$ cat src/bps_pkg.sv
`default_nettype none

package bps_pkg;

   localparam int MAX_PATTERN_DEFAULT = 16;
   localparam int PATTERN_BYTES       = 16;
   localparam int BYTE_WIDTH          = 8;
   localparam int LENGTH_WIDTH        = 5;
   localparam int WORD_WIDTH          = 64;
   localparam int OFFSET_WIDTH        = 48;
   localparam int CSR_INDEX_WIDTH     = 2;
   localparam int CSR_DATA_WIDTH      = 64;
   localparam int PATTERN_INDEX_WIDTH = $clog2(PATTERN_BYTES);

   typedef logic [BYTE_WIDTH-1:0] byte_type;
   typedef logic [OFFSET_WIDTH-1:0] offset_type;
   typedef logic [PATTERN_BYTES-1:0][BYTE_WIDTH-1:0] pattern_bytes_type;

   typedef enum logic [CSR_INDEX_WIDTH-1:0] {
      CSR_PATTERN_LENGTH    = 2'd0,
      CSR_PATTERN_LOW_WORD  = 2'd1,
      CSR_PATTERN_HIGH_WORD = 2'd2
   } csr_index_type;

   localparam offset_type OFFSET_MAX = {OFFSET_WIDTH{1'b1}};

endpackage

`default_nettype wire

$ cat src/bps_if.sv
`default_nettype none

interface bps_req_if;
   logic               valid;
   logic               ready;
   bps_pkg::byte_type  data_byte;

   modport source (output valid, output data_byte, input ready);
   modport sink   (input valid, input data_byte, output ready);
endinterface

interface bps_rsp_if;
   logic                valid;
   logic                ready;
   bps_pkg::offset_type match_start;

   modport source (output valid, output match_start, input ready);
   modport sink   (input valid, input match_start, output ready);
endinterface

`default_nettype wire

$ cat src/bps_window.sv
`default_nettype none

module bps_window #(
   parameter int MAX_PATTERN = bps_pkg::MAX_PATTERN_DEFAULT,
   localparam int LEN_W = $clog2(MAX_PATTERN + 1)
) (
   input  wire logic                       clock,
   input  wire logic                       reset,
   input  wire logic                       shift_en,
   input  wire bps_pkg::byte_type          data_byte,
   input  wire logic [LEN_W-1:0]           used_len,
   input  wire bps_pkg::pattern_bytes_type pattern,
   output logic                            hit
);

   bps_pkg::byte_type window_ff [MAX_PATTERN];
   bps_pkg::byte_type window_in [MAX_PATTERN];
   logic [LEN_W-1:0]  fill_ff;
   logic [LEN_W-1:0]  fill_in;

   always_comb begin
      window_in[0] = data_byte;
      for (int k = 1; k < MAX_PATTERN; k++) begin
         window_in[k] = window_ff[k-1];
      end
   end

   always_comb begin
      fill_in = fill_ff;
      if (fill_ff < LEN_W'(MAX_PATTERN)) begin
         fill_in = fill_ff + LEN_W'(1);
      end
   end

   always_ff @(posedge clock) begin
      if (reset) begin
         fill_ff <= '0;
      end else if (shift_en) begin
         fill_ff <= fill_in;
      end
   end

   always_ff @(posedge clock) begin
      if (shift_en) begin
         window_ff <= window_in;
      end
   end

   // compare entry k with pattern byte (length - 1 - k)
   always_comb begin
      logic [LEN_W-1:0]                        diff;
      logic [bps_pkg::PATTERN_INDEX_WIDTH-1:0] pidx;
      hit = (fill_ff >= used_len);
      for (int k = 0; k < MAX_PATTERN; k++) begin
         diff = used_len - LEN_W'(1) - LEN_W'(k);
         pidx = bps_pkg::PATTERN_INDEX_WIDTH'(diff);
         if ((LEN_W'(k) < used_len) && (window_ff[k] != pattern[pidx])) begin
            hit = 1'b0;
         end
      end
   end

endmodule

`default_nettype wire

$ cat src/byte_pattern_search_unit.sv
// Byte pattern search unit.
// Bytes of a stream enter on req_if (valid/ready); for every place where the
// configured pattern of 1 to 16 bytes ends, overlaps included, one item with
// the stream offset of the pattern's first byte leaves on rsp_if.
// The pattern is set through the csr_ write port: index 0 is the length,
// index 1 bytes 0..7, index 2 bytes 8..15 (lowest byte first). Write it only
// while the stream is idle; the byte window and offset are kept across writes.
// Throughput: one byte per cycle while rsp_if does not stall, set by the
// window shift and parallel compare of all window entries.
// Path: an accepted byte is registered in the compare stage, and its result
// moves on into the output register, valid on rsp_if (two registers deep).
// Stall: while a result waits on rsp_if, the compare stage can still take
// one more byte; after that req_if.ready stays low until rsp_if.ready.
// Reset (synchronous, active high) empties both stages, clears the window
// fill count and the byte offset, and sets length 1 and an all-zero pattern.
// The offset saturates at 2^48-1.
`default_nettype none

module byte_pattern_search_unit #(
   parameter int MAX_PATTERN = bps_pkg::MAX_PATTERN_DEFAULT
) (
   input  wire logic                                  clock,
   input  wire logic                                  reset,
   bps_req_if.sink                                    req_if,
   bps_rsp_if.source                                  rsp_if,
   input  wire logic                                  csr_write_enable,
   input  wire logic [bps_pkg::CSR_INDEX_WIDTH-1:0]   csr_index,
   input  wire logic [bps_pkg::CSR_DATA_WIDTH-1:0]    csr_write_data
);

   localparam int LEN_W = $clog2(MAX_PATTERN + 1);

   logic [bps_pkg::LENGTH_WIDTH-1:0] length_ff;
   logic [bps_pkg::WORD_WIDTH-1:0]   low_word_ff;
   logic [bps_pkg::WORD_WIDTH-1:0]   high_word_ff;

   always_ff @(posedge clock) begin
      if (reset) begin
         length_ff    <= bps_pkg::LENGTH_WIDTH'(1);
         low_word_ff  <= '0;
         high_word_ff <= '0;
      end else if (csr_write_enable) begin
         case (csr_index)
            bps_pkg::CSR_PATTERN_LENGTH: begin
               length_ff <= csr_write_data[bps_pkg::LENGTH_WIDTH-1:0];
            end
            bps_pkg::CSR_PATTERN_LOW_WORD: begin
               low_word_ff <= csr_write_data;
            end
            bps_pkg::CSR_PATTERN_HIGH_WORD: begin
               high_word_ff <= csr_write_data;
            end
            default: begin
            end
         endcase
      end
   end

   logic [LEN_W-1:0]           used_len;
   bps_pkg::pattern_bytes_type pattern;

   always_comb begin
      if (length_ff == '0) begin
         used_len = LEN_W'(1);
      end else if (length_ff > bps_pkg::LENGTH_WIDTH'(MAX_PATTERN)) begin
         used_len = LEN_W'(MAX_PATTERN);
      end else begin
         used_len = LEN_W'(length_ff);
      end
   end

   always_comb begin
      for (int i = 0; i < bps_pkg::PATTERN_BYTES / 2; i++) begin
         pattern[i] = low_word_ff[i*bps_pkg::BYTE_WIDTH +: bps_pkg::BYTE_WIDTH];
         pattern[i + bps_pkg::PATTERN_BYTES / 2] =
            high_word_ff[i*bps_pkg::BYTE_WIDTH +: bps_pkg::BYTE_WIDTH];
      end
   end

   logic                s1_valid_ff;
   bps_pkg::offset_type s1_here_ff;
   bps_pkg::offset_type offset_ff;
   bps_pkg::offset_type offset_in;
   logic                rsp_valid_ff;
   bps_pkg::offset_type rsp_start_ff;
   bps_pkg::offset_type rsp_start_in;
   logic                out_ready;
   logic                s1_advance;
   logic                accept;
   logic                hit;

   assign out_ready  = !rsp_valid_ff || rsp_if.ready;
   assign s1_advance = s1_valid_ff && out_ready;
   assign req_if.ready = !s1_valid_ff || out_ready;
   assign accept     = req_if.valid && req_if.ready;

   assign offset_in    = (offset_ff == bps_pkg::OFFSET_MAX) ? offset_ff
                         : offset_ff + bps_pkg::OFFSET_WIDTH'(1);
   assign rsp_start_in = s1_here_ff - bps_pkg::OFFSET_WIDTH'(used_len - LEN_W'(1));

   bps_window #(
      .MAX_PATTERN (MAX_PATTERN)
   ) u_window (
      .clock     (clock),
      .reset     (reset),
      .shift_en  (accept),
      .data_byte (req_if.data_byte),
      .used_len  (used_len),
      .pattern   (pattern),
      .hit       (hit)
   );

   always_ff @(posedge clock) begin
      if (reset) begin
         s1_valid_ff  <= 1'b0;
         offset_ff    <= '0;
         rsp_valid_ff <= 1'b0;
      end else begin
         if (accept) begin
            s1_valid_ff <= 1'b1;
            offset_ff   <= offset_in;
         end else if (s1_advance) begin
            s1_valid_ff <= 1'b0;
         end
         if (out_ready) begin
            rsp_valid_ff <= s1_valid_ff && hit;
         end
      end
   end

   always_ff @(posedge clock) begin
      if (accept) begin
         s1_here_ff <= offset_ff;
      end
      if (out_ready) begin
         rsp_start_ff <= rsp_start_in;
      end
   end

   assign rsp_if.valid       = rsp_valid_ff;
   assign rsp_if.match_start = rsp_start_ff;

   a_s1_hold: assert property (@(posedge clock) disable iff (reset)
      s1_valid_ff && !out_ready |=> s1_valid_ff && $stable(s1_here_ff))
      else $error("compare stage lost its item while the output was stalled");

   a_accept_fills: assert property (@(posedge clock) disable iff (reset)
      accept |=> s1_valid_ff && (s1_here_ff == $past(offset_ff)))
      else $error("accepted item missing from compare stage");

   a_rsp_source: assert property (@(posedge clock) disable iff (reset)
      $rose(rsp_valid_ff) |-> $past(s1_valid_ff) && $past(hit))
      else $error("result appeared without a matching item");

endmodule

`default_nettype wire
$ cat src/flat_wrapper.sv
// flat-port wrapper written by rule: the top's interface ports become plain ports
module byte_pattern_search_unit_flat 
#(
   parameter int MAX_PATTERN = bps_pkg::MAX_PATTERN_DEFAULT
)
  (clock, reset, csr_write_enable, csr_index, csr_write_data, req_if_valid, req_if_data_byte, req_if_ready, rsp_if_valid, rsp_if_match_start, rsp_if_ready);
  bps_req_if req_if_i ();
  bps_rsp_if rsp_if_i ();
  input  wire logic clock;
  input  wire logic reset;
  input  wire logic csr_write_enable;
  input  wire logic [bps_pkg::CSR_INDEX_WIDTH-1:0] csr_index;
  input  wire logic [bps_pkg::CSR_DATA_WIDTH-1:0] csr_write_data;
  input wire logic [$bits(req_if_i.valid)-1:0] req_if_valid;
  input wire logic [$bits(req_if_i.data_byte)-1:0] req_if_data_byte;
  output wire logic [$bits(req_if_i.ready)-1:0] req_if_ready;
  output wire logic [$bits(rsp_if_i.valid)-1:0] rsp_if_valid;
  output wire logic [$bits(rsp_if_i.match_start)-1:0] rsp_if_match_start;
  input wire logic [$bits(rsp_if_i.ready)-1:0] rsp_if_ready;
  assign req_if_i.valid = req_if_valid;
  assign req_if_i.data_byte = req_if_data_byte;
  assign req_if_ready = req_if_i.ready;
  assign rsp_if_valid = rsp_if_i.valid;
  assign rsp_if_match_start = rsp_if_i.match_start;
  assign rsp_if_i.ready = rsp_if_ready;
  byte_pattern_search_unit #(.MAX_PATTERN(MAX_PATTERN)) u_core (.clock(clock), .reset(reset), .req_if(req_if_i), .rsp_if(rsp_if_i), .csr_write_enable(csr_write_enable), .csr_index(csr_index), .csr_write_data(csr_write_data));
endmodule
$ cat config.mk
export PLATFORM = sky130hd
export DESIGN_NAME = byte_pattern_search_unit_flat
export DESIGN_NICKNAME = d
export VERILOG_FILES = /design/src/bps_pkg.sv /design/src/bps_if.sv /design/src/bps_window.sv /design/src/byte_pattern_search_unit.sv /design/src/flat_wrapper.sv
export SDC_FILE = /design/constraint.sdc
export NUM_CORES = 1
export LEC_CHECK = 0
export BUFFER_PORTS_ARGS = -buffer_cell sky130_fd_sc_hd__buf_4
export CAP_MARGIN = 5
export CORE_AREA = 2 2 295 297
export CTS_BUF_LIST = sky130_fd_sc_hd__clkbuf_4
export CTS_CLUSTER_SIZE = 28
export DETAILED_ROUTE_END_ITERATION = 16
export DIE_AREA = 0 0 297 299
export PLACE_DENSITY = 0.44
export SLEW_MARGIN = 10
export SYNTH_ARGS = -nofsm -noshare
export SYNTH_HDL_FRONTEND = slang
export SYNTH_SLANG_ARGS = --single-unit
$ cat constraint.sdc
create_clock -name clock -period 19.3 [get_ports clock]
set_input_delay 0.965 -clock clock [delete_from_list [all_inputs] [get_ports clock]]
set_output_delay 0.965 -clock clock [all_outputs]
set_load 0.02 [all_outputs]
Yosys cells after proc, flatten, opt, wreduce, memory -nomap -nowiden. Cells that the tools add are included.

Input port bits: 79. Register bits after elaboration: 412. Output and inout port bits: 50. Logic and storage cells: 183.

Equality and inequality tests: 19. Reductions and logical operators: 31. $add $sub $neg: 20. $lt $le $gt $ge: 35. Bitwise operators: 1. Muxes and demuxes: 52.

Operators by type and width (number): $bmux W8 S4 (16); $mux W8 (16); $ne A8 B8 Y1 (16); $lt A4 B5 Y1 const B (16); $add A48 B1 Y48 const B (1); $eq A48 B48 Y1 const B (1); $sub A48 B48 Y48 (1); $lt A4 B5 Y1 const A (8); $sub A4 B4 Y4 const B (8); $lt A3 B5 Y1 const A (4); $logic_and A1 B1 Y1 (19); $mux W1 (18); $sub A4 B3 Y4 const B (4); $lt A1 B5 Y1 const A (2); $lt A2 B5 Y1 const A (2); $mux W5 (2); $reduce_and A2 Y1 (5); $sub A4 B1 Y4 const B (2); $sub A4 B2 Y4 const B (2); $sub A5 B1 Y6 const B (1); $add A5 B1 Y5 const B (1); $ge A5 B5 Y1 (1); $gt A5 B5 Y1 const B (1); $logic_not A5 Y1 (1); 8 further kinds (10).

Logic depth before layout (Yosys ltp). Gate-level depths: netlist of run 1.

Word-level depth: 25. Mapped depth: 23. Depth with buffers taken out: 18.

Hierarchy. A second synthesis of run 1 with hierarchy kept.

Cells, all modules: 2424. Area total of the unflattened synthesis: 25735.9 um^2.

Modules (own cells, without submodules): bps_window (cells an instance 1053, seq. area each 3943.8 um^2, area each 13048.8 um^2, instances 1); byte_pattern_search_unit (cells an instance 1371, seq. area each 6546.3 um^2, area each 12687.2 um^2, instances 1).

Worst setup path after synthesis of run 1. OpenSTA, ideal clock, no wires.

Kind: in2reg. Start: input rsp_if_ready. End: register u_core.offset_ff[31]. Buffers on the path: 1. Stages: 11. Slack: 11.861 ns. Arrival: 7.312 ns. Library setup time: 0.128 ns. Required time: 19.172 ns. Path through: nor2b_1 > nand2_1 > and2_1 > o21a_1 > clkbuf_1 > nand3_1 > nor3_1 > nor3b_1 > nand3_1 > xor2_1 > nor2_1.

Longest elaborated chain between the ends: 4.

RTL lines: start, declared (line flat_wrapper.sv:19) `input wire logic [$bits(rsp_if_i.ready)-1:0] rsp_if_ready;`; $logic_or A1 B1 Y1 (line byte_pattern_search_unit.sv:92) `assign out_ready = !rsp_valid_ff || rsp_if.ready;`; $logic_or A1 B1 Y1 (line byte_pattern_search_unit.sv:94) `assign req_if.ready = !s1_valid_ff || out_ready;`; named net req_if_ready (line flat_wrapper.sv:16) `output wire logic [$bits(req_if_i.ready)-1:0] req_if_ready;`; $logic_and A1 B1 Y1 (line byte_pattern_search_unit.sv:95) `assign accept = req_if.valid && req_if.ready;`; named net u_core.accept (line byte_pattern_search_unit.sv:89) `logic accept;`; $reduce_and A2 Y1 (no source line); end signal, assigned (line byte_pattern_search_unit.sv:121) `offset_ff <= offset_in;`; end, declared (line byte_pattern_search_unit.sv:82) `bps_pkg::offset_type offset_ff;`.

The timed path passes the listed nets, and every way through them passes these cells. A chain may end at the register's enable or synchronous reset.

Final worst setup path of run 1.
Start: register u_core.length_ff[4] in the netlist's numbering. End: register u_core.rsp_start_ff[40], in the netlist u_core.rsp_if.match_start[40] (data pin).

Longest elaborated chain between the ends: 5. Elaborated cells on any way between the ends: 6. Classes of those cells: add/sub: 2; order compare: 1; mux: 2; reduce/logical: 1.

RTL lines: start, declared (line byte_pattern_search_unit.sv:33) `logic [bps_pkg::LENGTH_WIDTH-1:0] length_ff;`; start signal, assigned (line byte_pattern_search_unit.sv:39) `length_ff <= bps_pkg::LENGTH_WIDTH'(1);`; start signal, assigned (line byte_pattern_search_unit.sv:45) `length_ff <= csr_write_data[bps_pkg::LENGTH_WIDTH-1:0];`; $gt A5 B5 Y1 (line byte_pattern_search_unit.sv:65) `end else if (length_ff > bps_pkg::LENGTH_WIDTH'(MAX_PATTERN)) begin`; $mux W5 (line byte_pattern_search_unit.sv:65); $mux W5 * (line byte_pattern_search_unit.sv:63) `if (length_ff == '0) begin`; $sub A5 B1 Y6 * (line byte_pattern_search_unit.sv:99) `assign rsp_start_in = s1_here_ff - bps_pkg::OFFSET_WIDTH'(used_len - LEN_W'(1));`; $sub A48 B48 Y48 * (line byte_pattern_search_unit.sv:99); named net u_core.rsp_start_in[40] (line byte_pattern_search_unit.sv:86) `bps_pkg::offset_type rsp_start_in;`; end signal, assigned (line byte_pattern_search_unit.sv:136) `rsp_start_ff <= rsp_start_in;`; end, declared (line byte_pattern_search_unit.sv:85) `bps_pkg::offset_type rsp_start_ff;`.

Mark *: on every way through the listed nets, which the timed path passes. The rest lies on a longest branch.

==> flow_summary.toml, run 1 <==
[outcome]
outcome = "finished clean"

[yosys]
syn_avg_cell_area_sq_um = 9.97
synth-seq-cells = 412
yosysUniqueCellTypes = 71
ys_seq_area_share_pct = 41.2
syn-cell-area_sq_mm = 0.0255
synth.area.top_cells = "edfxtp_1 (26%), dfxtp_1 (15%), mux4_2 (10%)"
synth.top_cell.area_share_pct = 26.4
synthArstFlopShare_pct = 0
synth_edf_count = 224
yosysWarnings = 0
synth_top_area_cell = "edfxtp_1"
synth_fp_nets = 2698
synthFlopType = "edfxtp_1"
synth_commonest_cells = "nand2_1 (450), edfxtp_1 (224), a21oi_1 (196)"
syn_inst = 2554
yosysMostFrequentCell = "nand2_1"

[power_and_ir_drop]
leakage_uw = 0.0108
ir_drop_v = 0.0000385
power_density_mw_per_mm2 = 81.2
total_power_uw = 2360

[timing]
worst-slew-pin-transition_ps = 1100
setup_viol = 0
skew_ps = 110
finalCriticalPeriod_ps = 7020
relSlewSlack_pct = 24.5
slew_viol_final = 0
rsz0062_at_grt = "false"
timing.final.crit_share_pct = 36.3
hold_viol_final = 0
max_freq_ghz = 0.143
tns_ps = 0

[detailed_routing]
routed-via-count = 21100
drt-total-wl_microns = 97800
drc_errors = 0
postRouteAntennaNets = 0
post_drt_wl_per_cell_microns = 24.8
drt_iter0_markers = 1749
avgViaCountPerCell = 5.36
first_pass_iters = 7

[clock_tree]
cts_buffers = 114
ctsLongestPathBuffers = 3
htreeDepth = 3
clk_pin_slew_worst_paths_ps = 70
numClockSinks = 412
clk_latency_ps = 1010
post_cts_resized = 0
cts_hold_repair.buffers = 0
post_cts.repair.setup_buffers = 0
tritoncts = "yes"
cts-root-buf = "clkbuf_4"

[place]
port_buffers = 128
routabilityCongestion = 0.966
dp_hpwl_microns = 74200

[setup_path]
cpPeakStageDelay_ps = 760
crit_type = "reg -> reg"
path_max_fanout = 38
cp_slowest_cell = "dfxtp_1"
cp-end-kind = "flip-flop"
critical_path_required_ps = 20060
critPathArrivalTime_ps = 7780
crit_chain = "or4_4 -> nand2_4 -> inv_4 -> ha_1 -> xnor2_2 -> buf_4 -> inv_1 -> buf_4 -> o21ai_0 -> a32oi_1 -> nor3_1 -> o21ai_0 -> o21ai_0 -> a311oi_1 -> o31ai_1 -> a21oi_1 -> xnor2_1"
start_kind = "flip-flop"
cpMostUsedCell = "o21ai_0"

[floorplan]
ioPinCount = 129
die-area_sq_mm = 0.0888
start_util_pct = 29.6
core-area_sq_mm = 0.0859
chipHeight_microns = 299
rows = 108
die_w_microns = 297

[global_routing]
grt_antenna_before_repair = 4
grt_usage_pct = 21.7
grt_overflow_total = 0
grt_pass1_wl_microns = 142000
grt_max_degree = 108
grt_pass1_vias = 20500

[worst_hold_path]
hold_path_class = "in -> reg"

[finish]
fill_cells = 8902
area_growth_pct = 14.3
finish.utilization_pct = 33.9
nNetsFinal = 2823
drive_above_1_share_pct = 17.8

[flow_run]
maxCapViolCount = 0
## path summary, 6_finish.rpt
kind	startpoint	slack, ps	cells past startpoint	to
setup reg to reg	u_core.length_ff[4]$_SDFFE_PP0P_	12280	17	u_core.rsp_if.match_start[40]$_DFFE_PP_
setup / recovery	u_core.length_ff[4]$_SDFFE_PP0P_	12280	17	u_core.rsp_if.match_start[40]$_DFFE_PP_
hold / removal	req_if_valid	170	3	u_core.s1_valid_ff$_SDFFE_PP0P_
hold reg to reg	u_core.u_window.window_ff[23]$_DFFE_PP_	440	0	u_core.u_window.window_ff[15]$_DFFE_PP_
## worst max-delay path, delay by kind of cell, from the launching register on
family                     cells  cell delay (ps)
AOI/OAI and AO/OA              7             2520
DFF                            1              760
xor gates and xnor gates       2              270
adders and majority gates      1              370
and+or+nand+nor                3             1430
buffers and inverters          4             1340
## where the power goes
group / internal, uW / switching [uW] / leakage, uW
logic: 195 / 299 / 0.00611
clock network: 441 / 392 / 0.000908
registers: 992 / 44.1 / 0.00380
total: 1630 / 735 / 0.0108
## placed cells by master (no fill, tap or decap), drive strengths merged, types with 6 or more instances in the layout
cell type and instances:
nand2b 80, o21bai 6, and3 47, nor2b 17, a22oi 31, nor2 88
nand3 64, nor4 21, mux4 116, nor3 27, and4 9, clkinv 40
nand2 451, clkbuf 168, a31oi 32, dfxtp 188, diode 8, a21oi 196
or3 16, o21a 7, nand4 26, inv 40, a21o 32, xnor2 86
o211ai 6, and2 32, edfxtp 224, buf 158, o21ai 107, ha 64
xor2 123, a211oi 34, mux2i 173
## metrics by stage
stage | area [sq um] | worst slack [ps] | hold slack [ps] | instances
4_1_cts | 29100 | 12410 | 91.8 | 3930
6_report | 29100 | 12280 | 172 | 3938
3_3_place_gp | 27600 | 12570 | 448 | 3718
3_5_place_dp | 27600 | 12450 | 446 | 3718
5_1_grt | 29100 | 11920 | 99.9 | 3936
2_1_floorplan | 25500 | 11860 | 426 | 2554
## cell families after synthesis
family                   synth area share (%)
adder cells (fa/ha/maj)                  3.22
flip-flops                               41.2
buffers and inverters                    2.96
multiplexers                             17.2
XOR/XNOR                                 7.25
AND/OR/NAND/NOR                          16.6
AO/OA/AOI/OAI                            11.6
## sequential cells by signal, summed over array words and instances, names as in the netlist
signal / cells
u_core.high_word_ff: 64
u_core.length_ff: 5
u_core.low_word_ff: 64
u_core.offset_ff: 48
u_core.rsp_if.match_start: 48
u_core.rsp_if.valid: 1
u_core.s1_here_ff: 48
u_core.s1_valid_ff: 1
u_core.u_window.fill_ff: 5
u_core.u_window.window_ff: 128
## area by class of cell
| cell class | count | area [sq um] | area share [%] |
|---|---|---|---|
| inverters | 39 | 151 | 0.520 |
| well taps | 1155 | 1450 | 4.97 |
| clock inverters | 44 | 272 | 0.933 |
| multi-input cells | 1954 | 14300 | 49.1 |
| flip-flops and latches | 412 | 10500 | 36.0 |
| clock buffers | 168 | 1260 | 4.33 |
| diodes | 8 | 20.0 | 0.0688 |
| repair buffers | 158 | 1190 | 4.09 |
## metal layers
layer	GRT usage, %	routed length [microns]	vias up
li1	-	-	9684
met1	27.8	41700	10400
met2	33.9	44300	795
met3	4.91	6330	223
met4	11.8	5410	4
met5	0	29	-
No activity file was read; power rests on OpenSTA's default activity.
==> run 2, diff against run 1 <==
--- a/config.mk
+++ b/config.mk
@@ -5,13 +5,14 @@
 export SDC_FILE = /design/constraint.sdc
 export NUM_CORES = 1
 export LEC_CHECK = 0
+export ABC_AREA = 1
 export BUFFER_PORTS_ARGS = -buffer_cell sky130_fd_sc_hd__buf_4
 export CAP_MARGIN = 5
-export CORE_AREA = 2 2 295 297
+export CORE_AREA = 2 2 305 307
 export CTS_BUF_LIST = sky130_fd_sc_hd__clkbuf_4
 export CTS_CLUSTER_SIZE = 28
 export DETAILED_ROUTE_END_ITERATION = 16
-export DIE_AREA = 0 0 297 299
+export DIE_AREA = 0 0 307 309
 export PLACE_DENSITY = 0.44
 export SLEW_MARGIN = 10
 export SYNTH_ARGS = -nofsm -noshare
==> constraint.sdc (replaced) <==
create_clock -name clock -period 7.14 [get_ports clock]
set_input_delay 0.357 -clock clock [delete_from_list [all_inputs] [get_ports clock]]
set_output_delay 0.357 -clock clock [all_outputs]
set_load 0.02 [all_outputs]
==> flow_summary.toml, run 2 <==
[outcome]
outcome = "finished clean"

[power_and_ir_drop]
ir_drop_v = 0.000158
switching_power_uw = 3280
leakage_uw = 0.0139
power_density_mw_per_mm2 = 256
pwr-share-comb_pct = 36.4
p_clk_share_pct = 27.9
pwr-share-seq_pct = 35.6
p_sw_share_pct = 40.6
intPower_uw = 4790

[setup_path]
crit_buf_inv = 1
r2r-end = "u_core.rsp_if.match_start[47]$_DFFE_PP_"
path_depth = 15
critical_path_required_ps = 7810
rr_worst_depth = 15
cp_slowest_cell = "o31ai_1"
cp-endpoint = "u_core.rsp_if.match_start[47]$_DFFE_PP_"
cp-end-kind = "flip-flop"
cpPeakStageDelay_ps = 800
r2r-start = "u_core.length_ff[4]$_SDFFE_PP0P_"
critPathArrivalTime_ps = 5650
critical_path.startpoint = "u_core.length_ff[4]$_SDFFE_PP0P_"
start_kind = "flip-flop"
path_max_fanout = 40
critPathTopFamily = "simple AND/OR/NAND/NOR gates"
r2r_slack_ps = 2160
crit_chain = "inv_4 -> nand2_4 -> ha_1 -> nand3_4 -> nand2_2 -> nand2_1 -> nand2_2 -> ha_1 -> a21oi_1 -> o21a_1 -> nand2_1 -> a21oi_1 -> o31ai_1 -> a41oi_1 -> xor2_1"
crit_type = "reg -> reg"

[timing]
tns_ps = 0
skew_ps = 107
max_freq_ghz = 0.201
setup_slack_ps = 2160
setup_viol = 0
timing.final.crit_share_pct = 69.8
finalCriticalPeriod_ps = 4980
holdWs_ps = 125
slew_viol_final = 0
relSlewSlack_pct = 34.8
hold_viol_final = 0
worst-slew-pin-transition_ps = 978
rsz0062_at_grt = "false"

[place]
routabilityCongestion = 0.975
place_inst = 5105
pre_cts_ws_ps = 2310
port_buffers = 128
dp_hpwl_microns = 90700

[yosys]
synthMuxAreaShare_pct = 0
syn_avg_cell_area_sq_um = 6.92
synth-compound-area-share_pct = 9.51
synth_top_area_cell = "edfxtp_1"
synth_edf_count = 224
synth.area.top_cells = "edfxtp_1 (25%), nand2_1 (16%), nand3_1 (15%)"
synth.top_cell.area_share_pct = 24.7
syn_inst = 3938
synth-seq-cells = 412
yosysWarnings = 0
syn-cell-area_sq_mm = 0.0272
yosys.area_share.xor_xnor_pct = 2.76
yosysUniqueCellTypes = 51
synthSimpleGateAreaFrac_pct = 38.1
ys_seq_area_share_pct = 38.5
synthArstFlopShare_pct = 0
synth_top_family_by_area = "simple AND/OR/NAND/NOR gates"
yosysMostFrequentCell = "nand2_1"
synth_fp_nets = 4082
synth_fa_ha_area_share_pct = 3.01
synthFlopType = "edfxtp_1"
synth_commonest_cells = "nand2_1 (1193), nand3_1 (795), inv_1 (343)"

[floorplan]
start_util_pct = 29.8
die-area_sq_mm = 0.0949
ioPinCount = 129
rows = 111
core-area_sq_mm = 0.0914
chipHeight_microns = 309
die_w_microns = 307

[detailed_routing]
first_pass_iters = 7
post_drt_wl_per_cell_microns = 21.9
drt_iter0_markers = 2083
drt-total-wl_microns = 118000
drc_errors = 0
avgViaCountPerCell = 5.11
postRouteAntennaNets = 0
routed-via-count = 27600

[finish]
layout_commonest_cell = "nand2_1"
area_growth_pct = 15.6
fill_cells = 9970
multi_input_area_sq_mm = 0.0145
final_cell_mix = "nand2_1 (1193), nand3_1 (795), inv_1 (336)"
nNetsFinal = 4273
largest_reg_flops = 128
reg_top3 = "u_core.u_window.window_ff x128, u_core.high_word_ff x64, u_core.low_word_ff x64"
seqCellArea_sq_mm = 0.0105
stdcell_count = 5410
regMostFlops = "u_core.u_window.window_ff"
drive_above_1_share_pct = 9.83

[clock_tree]
cts-root-buf = "clkbuf_4"
ctsLongestPathBuffers = 3
clk_latency_ps = 1030
numClockSinks = 412
tritoncts = "yes"
post_cts.repair.setup_buffers = 0
cts_buffers = 118
clk_pin_slew_worst_paths_ps = 60
htreeDepth = 3

[global_routing]
grt_pass1_wl_microns = 173000
grt_antenna_before_repair = 5
grt_usage_pct = 24.7
grt_pass1_vias = 26600
grt_max_degree = 85
grt_overflow_total = 0

[worst_hold_path]
hold_path_class = "in -> reg"
min-delay-start = "req_if_data_byte[6]"

[flow_run]
maxCapViolCount = 0
[run 2: changes by cell type in the layout (fill, tap and decap cells not counted), moves of 64 or more]
cell / previous run / this run
dlygate4sd3_1: 0 / 90
inv_1: 31 / 336
mux2i_1: 173 / 0
mux4_2: 116 / 0
nand2_1: 450 / 1193
nand2b_1: 79 / 0
nand3_1: 63 / 795
nor2_1: 86 / 192
o21ai_0: 107 / 185
xor2_1: 123 / 59
[run 2: final cells by class]
cell class	instances	share of cell area (%)
antenna	1	0.00795
clock buffer	175	4.17
clock inverter	39	0.600
inverter	355	4.28
multi-input combinational	2990	46.2
sequential	412	33.3
tap	1186	4.71
timing repair buffer	252	6.72
[run 2: worst min path at each step]
stage	end	slack, ps	cells past startpoint
2_1_floorplan	u_core.s1_here_ff[15]$_DFFE_PP_	430	0
3_3_place_gp	u_core.s1_here_ff[28]$_DFFE_PP_	450	0
3_5_place_dp	u_core.s1_here_ff[28]$_DFFE_PP_	450	0
4_1_cts	u_core.u_window.window_ff[126]$_DFFE_PP_	0.05	2
5_1_grt	u_core.u_window.window_ff[126]$_DFFE_PP_	60	2
6_report	u_core.u_window.window_ff[126]$_DFFE_PP_	130	2
[run 2: power groups by stage]
| stage | Clock, uW | Sequential, uW | Combinational (uW) |
|---|---|---|---|
| after detailed placement | 0 | 2930 | 2880 |
| after global placement | 0 | 2930 | 2880 |
| after CTS | 2350 | 2880 | 2930 |
| final | 2250 | 2880 | 2940 |
| after floorplan | 0 | 3040 | 1680 |
| after global routing | 2460 | 2900 | 3210 |
[run 2: logic make-up (layout without fill, tap and decap cells)]
group | after synthesis | after routing
other cells | 0 | 1
flops | 412 | 412
compound gates | 485 | 485
xor+xnor | 86 | 86
buf+inv | 536 | 821
simple gates | 2354 | 2354
fa+ha+maj | 65 | 65
[run 2: repair_timing]
item,in CTS,in global routing
hold buffers,90,0
gates resized for setup,0,0
endpoints found under the hold margin,170,0
[run 2: per-layer routing]
metal	track usage, %	vias up	routed length [microns]	share of wire (%)
met4	15.4	2	7720	6.5
met3	3.24	231	5860	5.0
met2	42.3	891	56000	47
li1	-	13700	-	-
met5	0	-	16	0.014
met1	29.5	12800	48600	41
[run 2: through the flow]
stage	instance area (sq um)	utilization, %	total power (uW)
floorplan	27200	-	4720
global placement	29100	31.8	5820
detailed placement	29100	31.8	5810
CTS	31500	34.5	8160
global route	31500	34.5	8570
finish	31500	34.5	8080
==> run 3, diff against run 2 <==
==> constraint.sdc (replaced) <==
create_clock -name clock -period 4.7 [get_ports clock]
set_input_delay 0.235 -clock clock [delete_from_list [all_inputs] [get_ports clock]]
set_output_delay 0.235 -clock clock [all_outputs]
set_load 0.02 [all_outputs]
==> flow_summary.toml, run 3 (same netlist as run 2, synthesis figures left out) <==
[global_routing]
grt_max_degree = 155
grt_usage_pct = 25.4
grt_pass1_vias = 27200
grt_antenna_before_repair = 5
grt_pass1_wl_microns = 178000
grt_overflow_total = 0

[finish]
regMostFlops = "u_core.u_window.window_ff"
area_growth_pct = 17.9
final_cell_mix = "nand2_1 (1192), nand3_1 (795), inv_1 (337)"
drive_above_1_share_pct = 10.3
layout_commonest_cell = "nand2_1"
fill_cells = 9983
reg_top3 = "u_core.u_window.window_ff x128, u_core.high_word_ff x64, u_core.low_word_ff x64"
nNetsFinal = 4324
finish.utilization_pct = 35.2
largest_reg_flops = 128

[clock_tree]
clk_pin_slew_worst_paths_ps = 70
clk_latency_ps = 1010
cts_hold_repair.buffers = 124
cts-root-buf = "clkbuf_4"
tritoncts = "yes"
post_cts.repair.setup_buffers = 0
post_cts_resized = 0
numClockSinks = 412
htreeDepth = 3
cts_buffers = 119
ctsLongestPathBuffers = 3

[detailed_routing]
postRouteAntennaNets = 0
drt_iter0_markers = 2377
drc_errors = 0
avgViaCountPerCell = 5.17
first_pass_iters = 8
routed-via-count = 28300
post_drt_wl_per_cell_microns = 22.2
drt-total-wl_microns = 121000

[setup_path]
cp_slowest_cell = "clkinv_1"
cpPeakStageDelay_ps = 750
critical_path_required_ps = 5560
path_max_fanout = 24
start_kind = "flip-flop"
critPathArrivalTime_ps = 5160
cp-end-kind = "flip-flop"
crit_type = "reg -> reg"
cpMostUsedCell = "nand2_1"

[timing]
hold_viol_final = 0
finalCriticalPeriod_ps = 4300
setup_slack_ps = 404
setup_viol = 0
timing.final.crit_share_pct = 91.4
max_freq_ghz = 0.233
worst-slew-pin-transition_ps = 1090
relSlewSlack_pct = 26.6
skew_ps = 81.4
tns_ps = 0
slew_viol_final = 0
rsz0062_at_grt = "false"

[flow_run]
maxCapViolCount = 0

[place]
routabilityCongestion = 1.01
dp_hpwl_microns = 92300
pre_cts_ws_ps = 533
port_buffers = 128

[floorplan]
start_util_pct = 29.8
die_w_microns = 307
rows = 111
core-area_sq_mm = 0.0914
chipHeight_microns = 309
die-area_sq_mm = 0.0949
ioPinCount = 129

[power_and_ir_drop]
leakage_uw = 0.0142
ir_drop_v = 0.000188
total_power_uw = 12400
power_density_mw_per_mm2 = 385

[worst_hold_path]
hold_path_class = "in -> reg"

[outcome]
outcome = "finished clean"
-- run 3: path summary, 6_finish.rpt --
| check | start | endpoint | slack (ps) | cells after the start |
|---|---|---|---|---|
| worst max-delay path | u_core.length_ff[1]$_SDFFE_PP0P_ | u_core.rsp_if.valid$_SDFFE_PP0P_ | 400 | 25 |
| worst min-delay path | csr_write_data[59] | u_core.high_word_ff[59]$_SDFFE_PP0P_ | 90 | 4 |
| worst max register to register | u_core.length_ff[1]$_SDFFE_PP0P_ | u_core.rsp_if.valid$_SDFFE_PP0P_ | 400 | 25 |
| worst min register to register | u_core.u_window.window_ff[116]$_DFFE_PP_ | u_core.u_window.window_ff[108]$_DFFE_PP_ | 460 | 0 |
-- run 3: stage by stage --
stage,cells,hold WS [ps],cell area (sq um)
after floorplan,3938,334,27300
after global placement,5121,414,29300
after detailed placement,5121,416,29300
after CTS,5464,1.32,32100
after global routing,5466,73.8,32100
final,5466,87.0,32100
-- run 3: cell type report --
type | instances | area (sq um) | share of cell area (%)
antenna | 2 | 5.00 | 0.0156
clock buffer | 164 | 1230 | 3.83
clock inverter | 55 | 323 | 1.00
inverter | 355 | 1350 | 4.19
multi-input combinational | 2990 | 14600 | 45.4
sequential | 412 | 10500 | 32.6
tap | 1186 | 1480 | 4.62
timing repair buffer | 302 | 2670 | 8.29
-- run 3: report_power, final --
group          internal, uW  switching [uW]
Sequential             4180             201
Combinational          1410            3070
Clock                  1790            1720
-- run 3: per-layer routing --
| layer | share of wire [%] | global-route usage, % | vias up |
|---|---|---|---|
| li1 | - | - | 13800 |
| met1 | 41 | 30.8 | 13200 |
| met2 | 47 | 42.8 | 1021 |
| met3 | 5.7 | 3.81 | 251 |
| met4 | 6.3 | 15.3 | 2 |
| met5 | 0.011 | 0 | - |
-- run 3: worst max-delay path, delay by kind of cell (launching register included) --
| kind | cells | cell delay [ps] |
|---|---|---|
| AO/OA/AOI/OAI | 1 | 120 |
| adder cells (fa/ha/maj) | 2 | 710 |
| buffers and inverters | 4 | 1430 |
| flip-flops | 1 | 390 |
| AND/OR/NAND/NOR | 18 | 1540 |
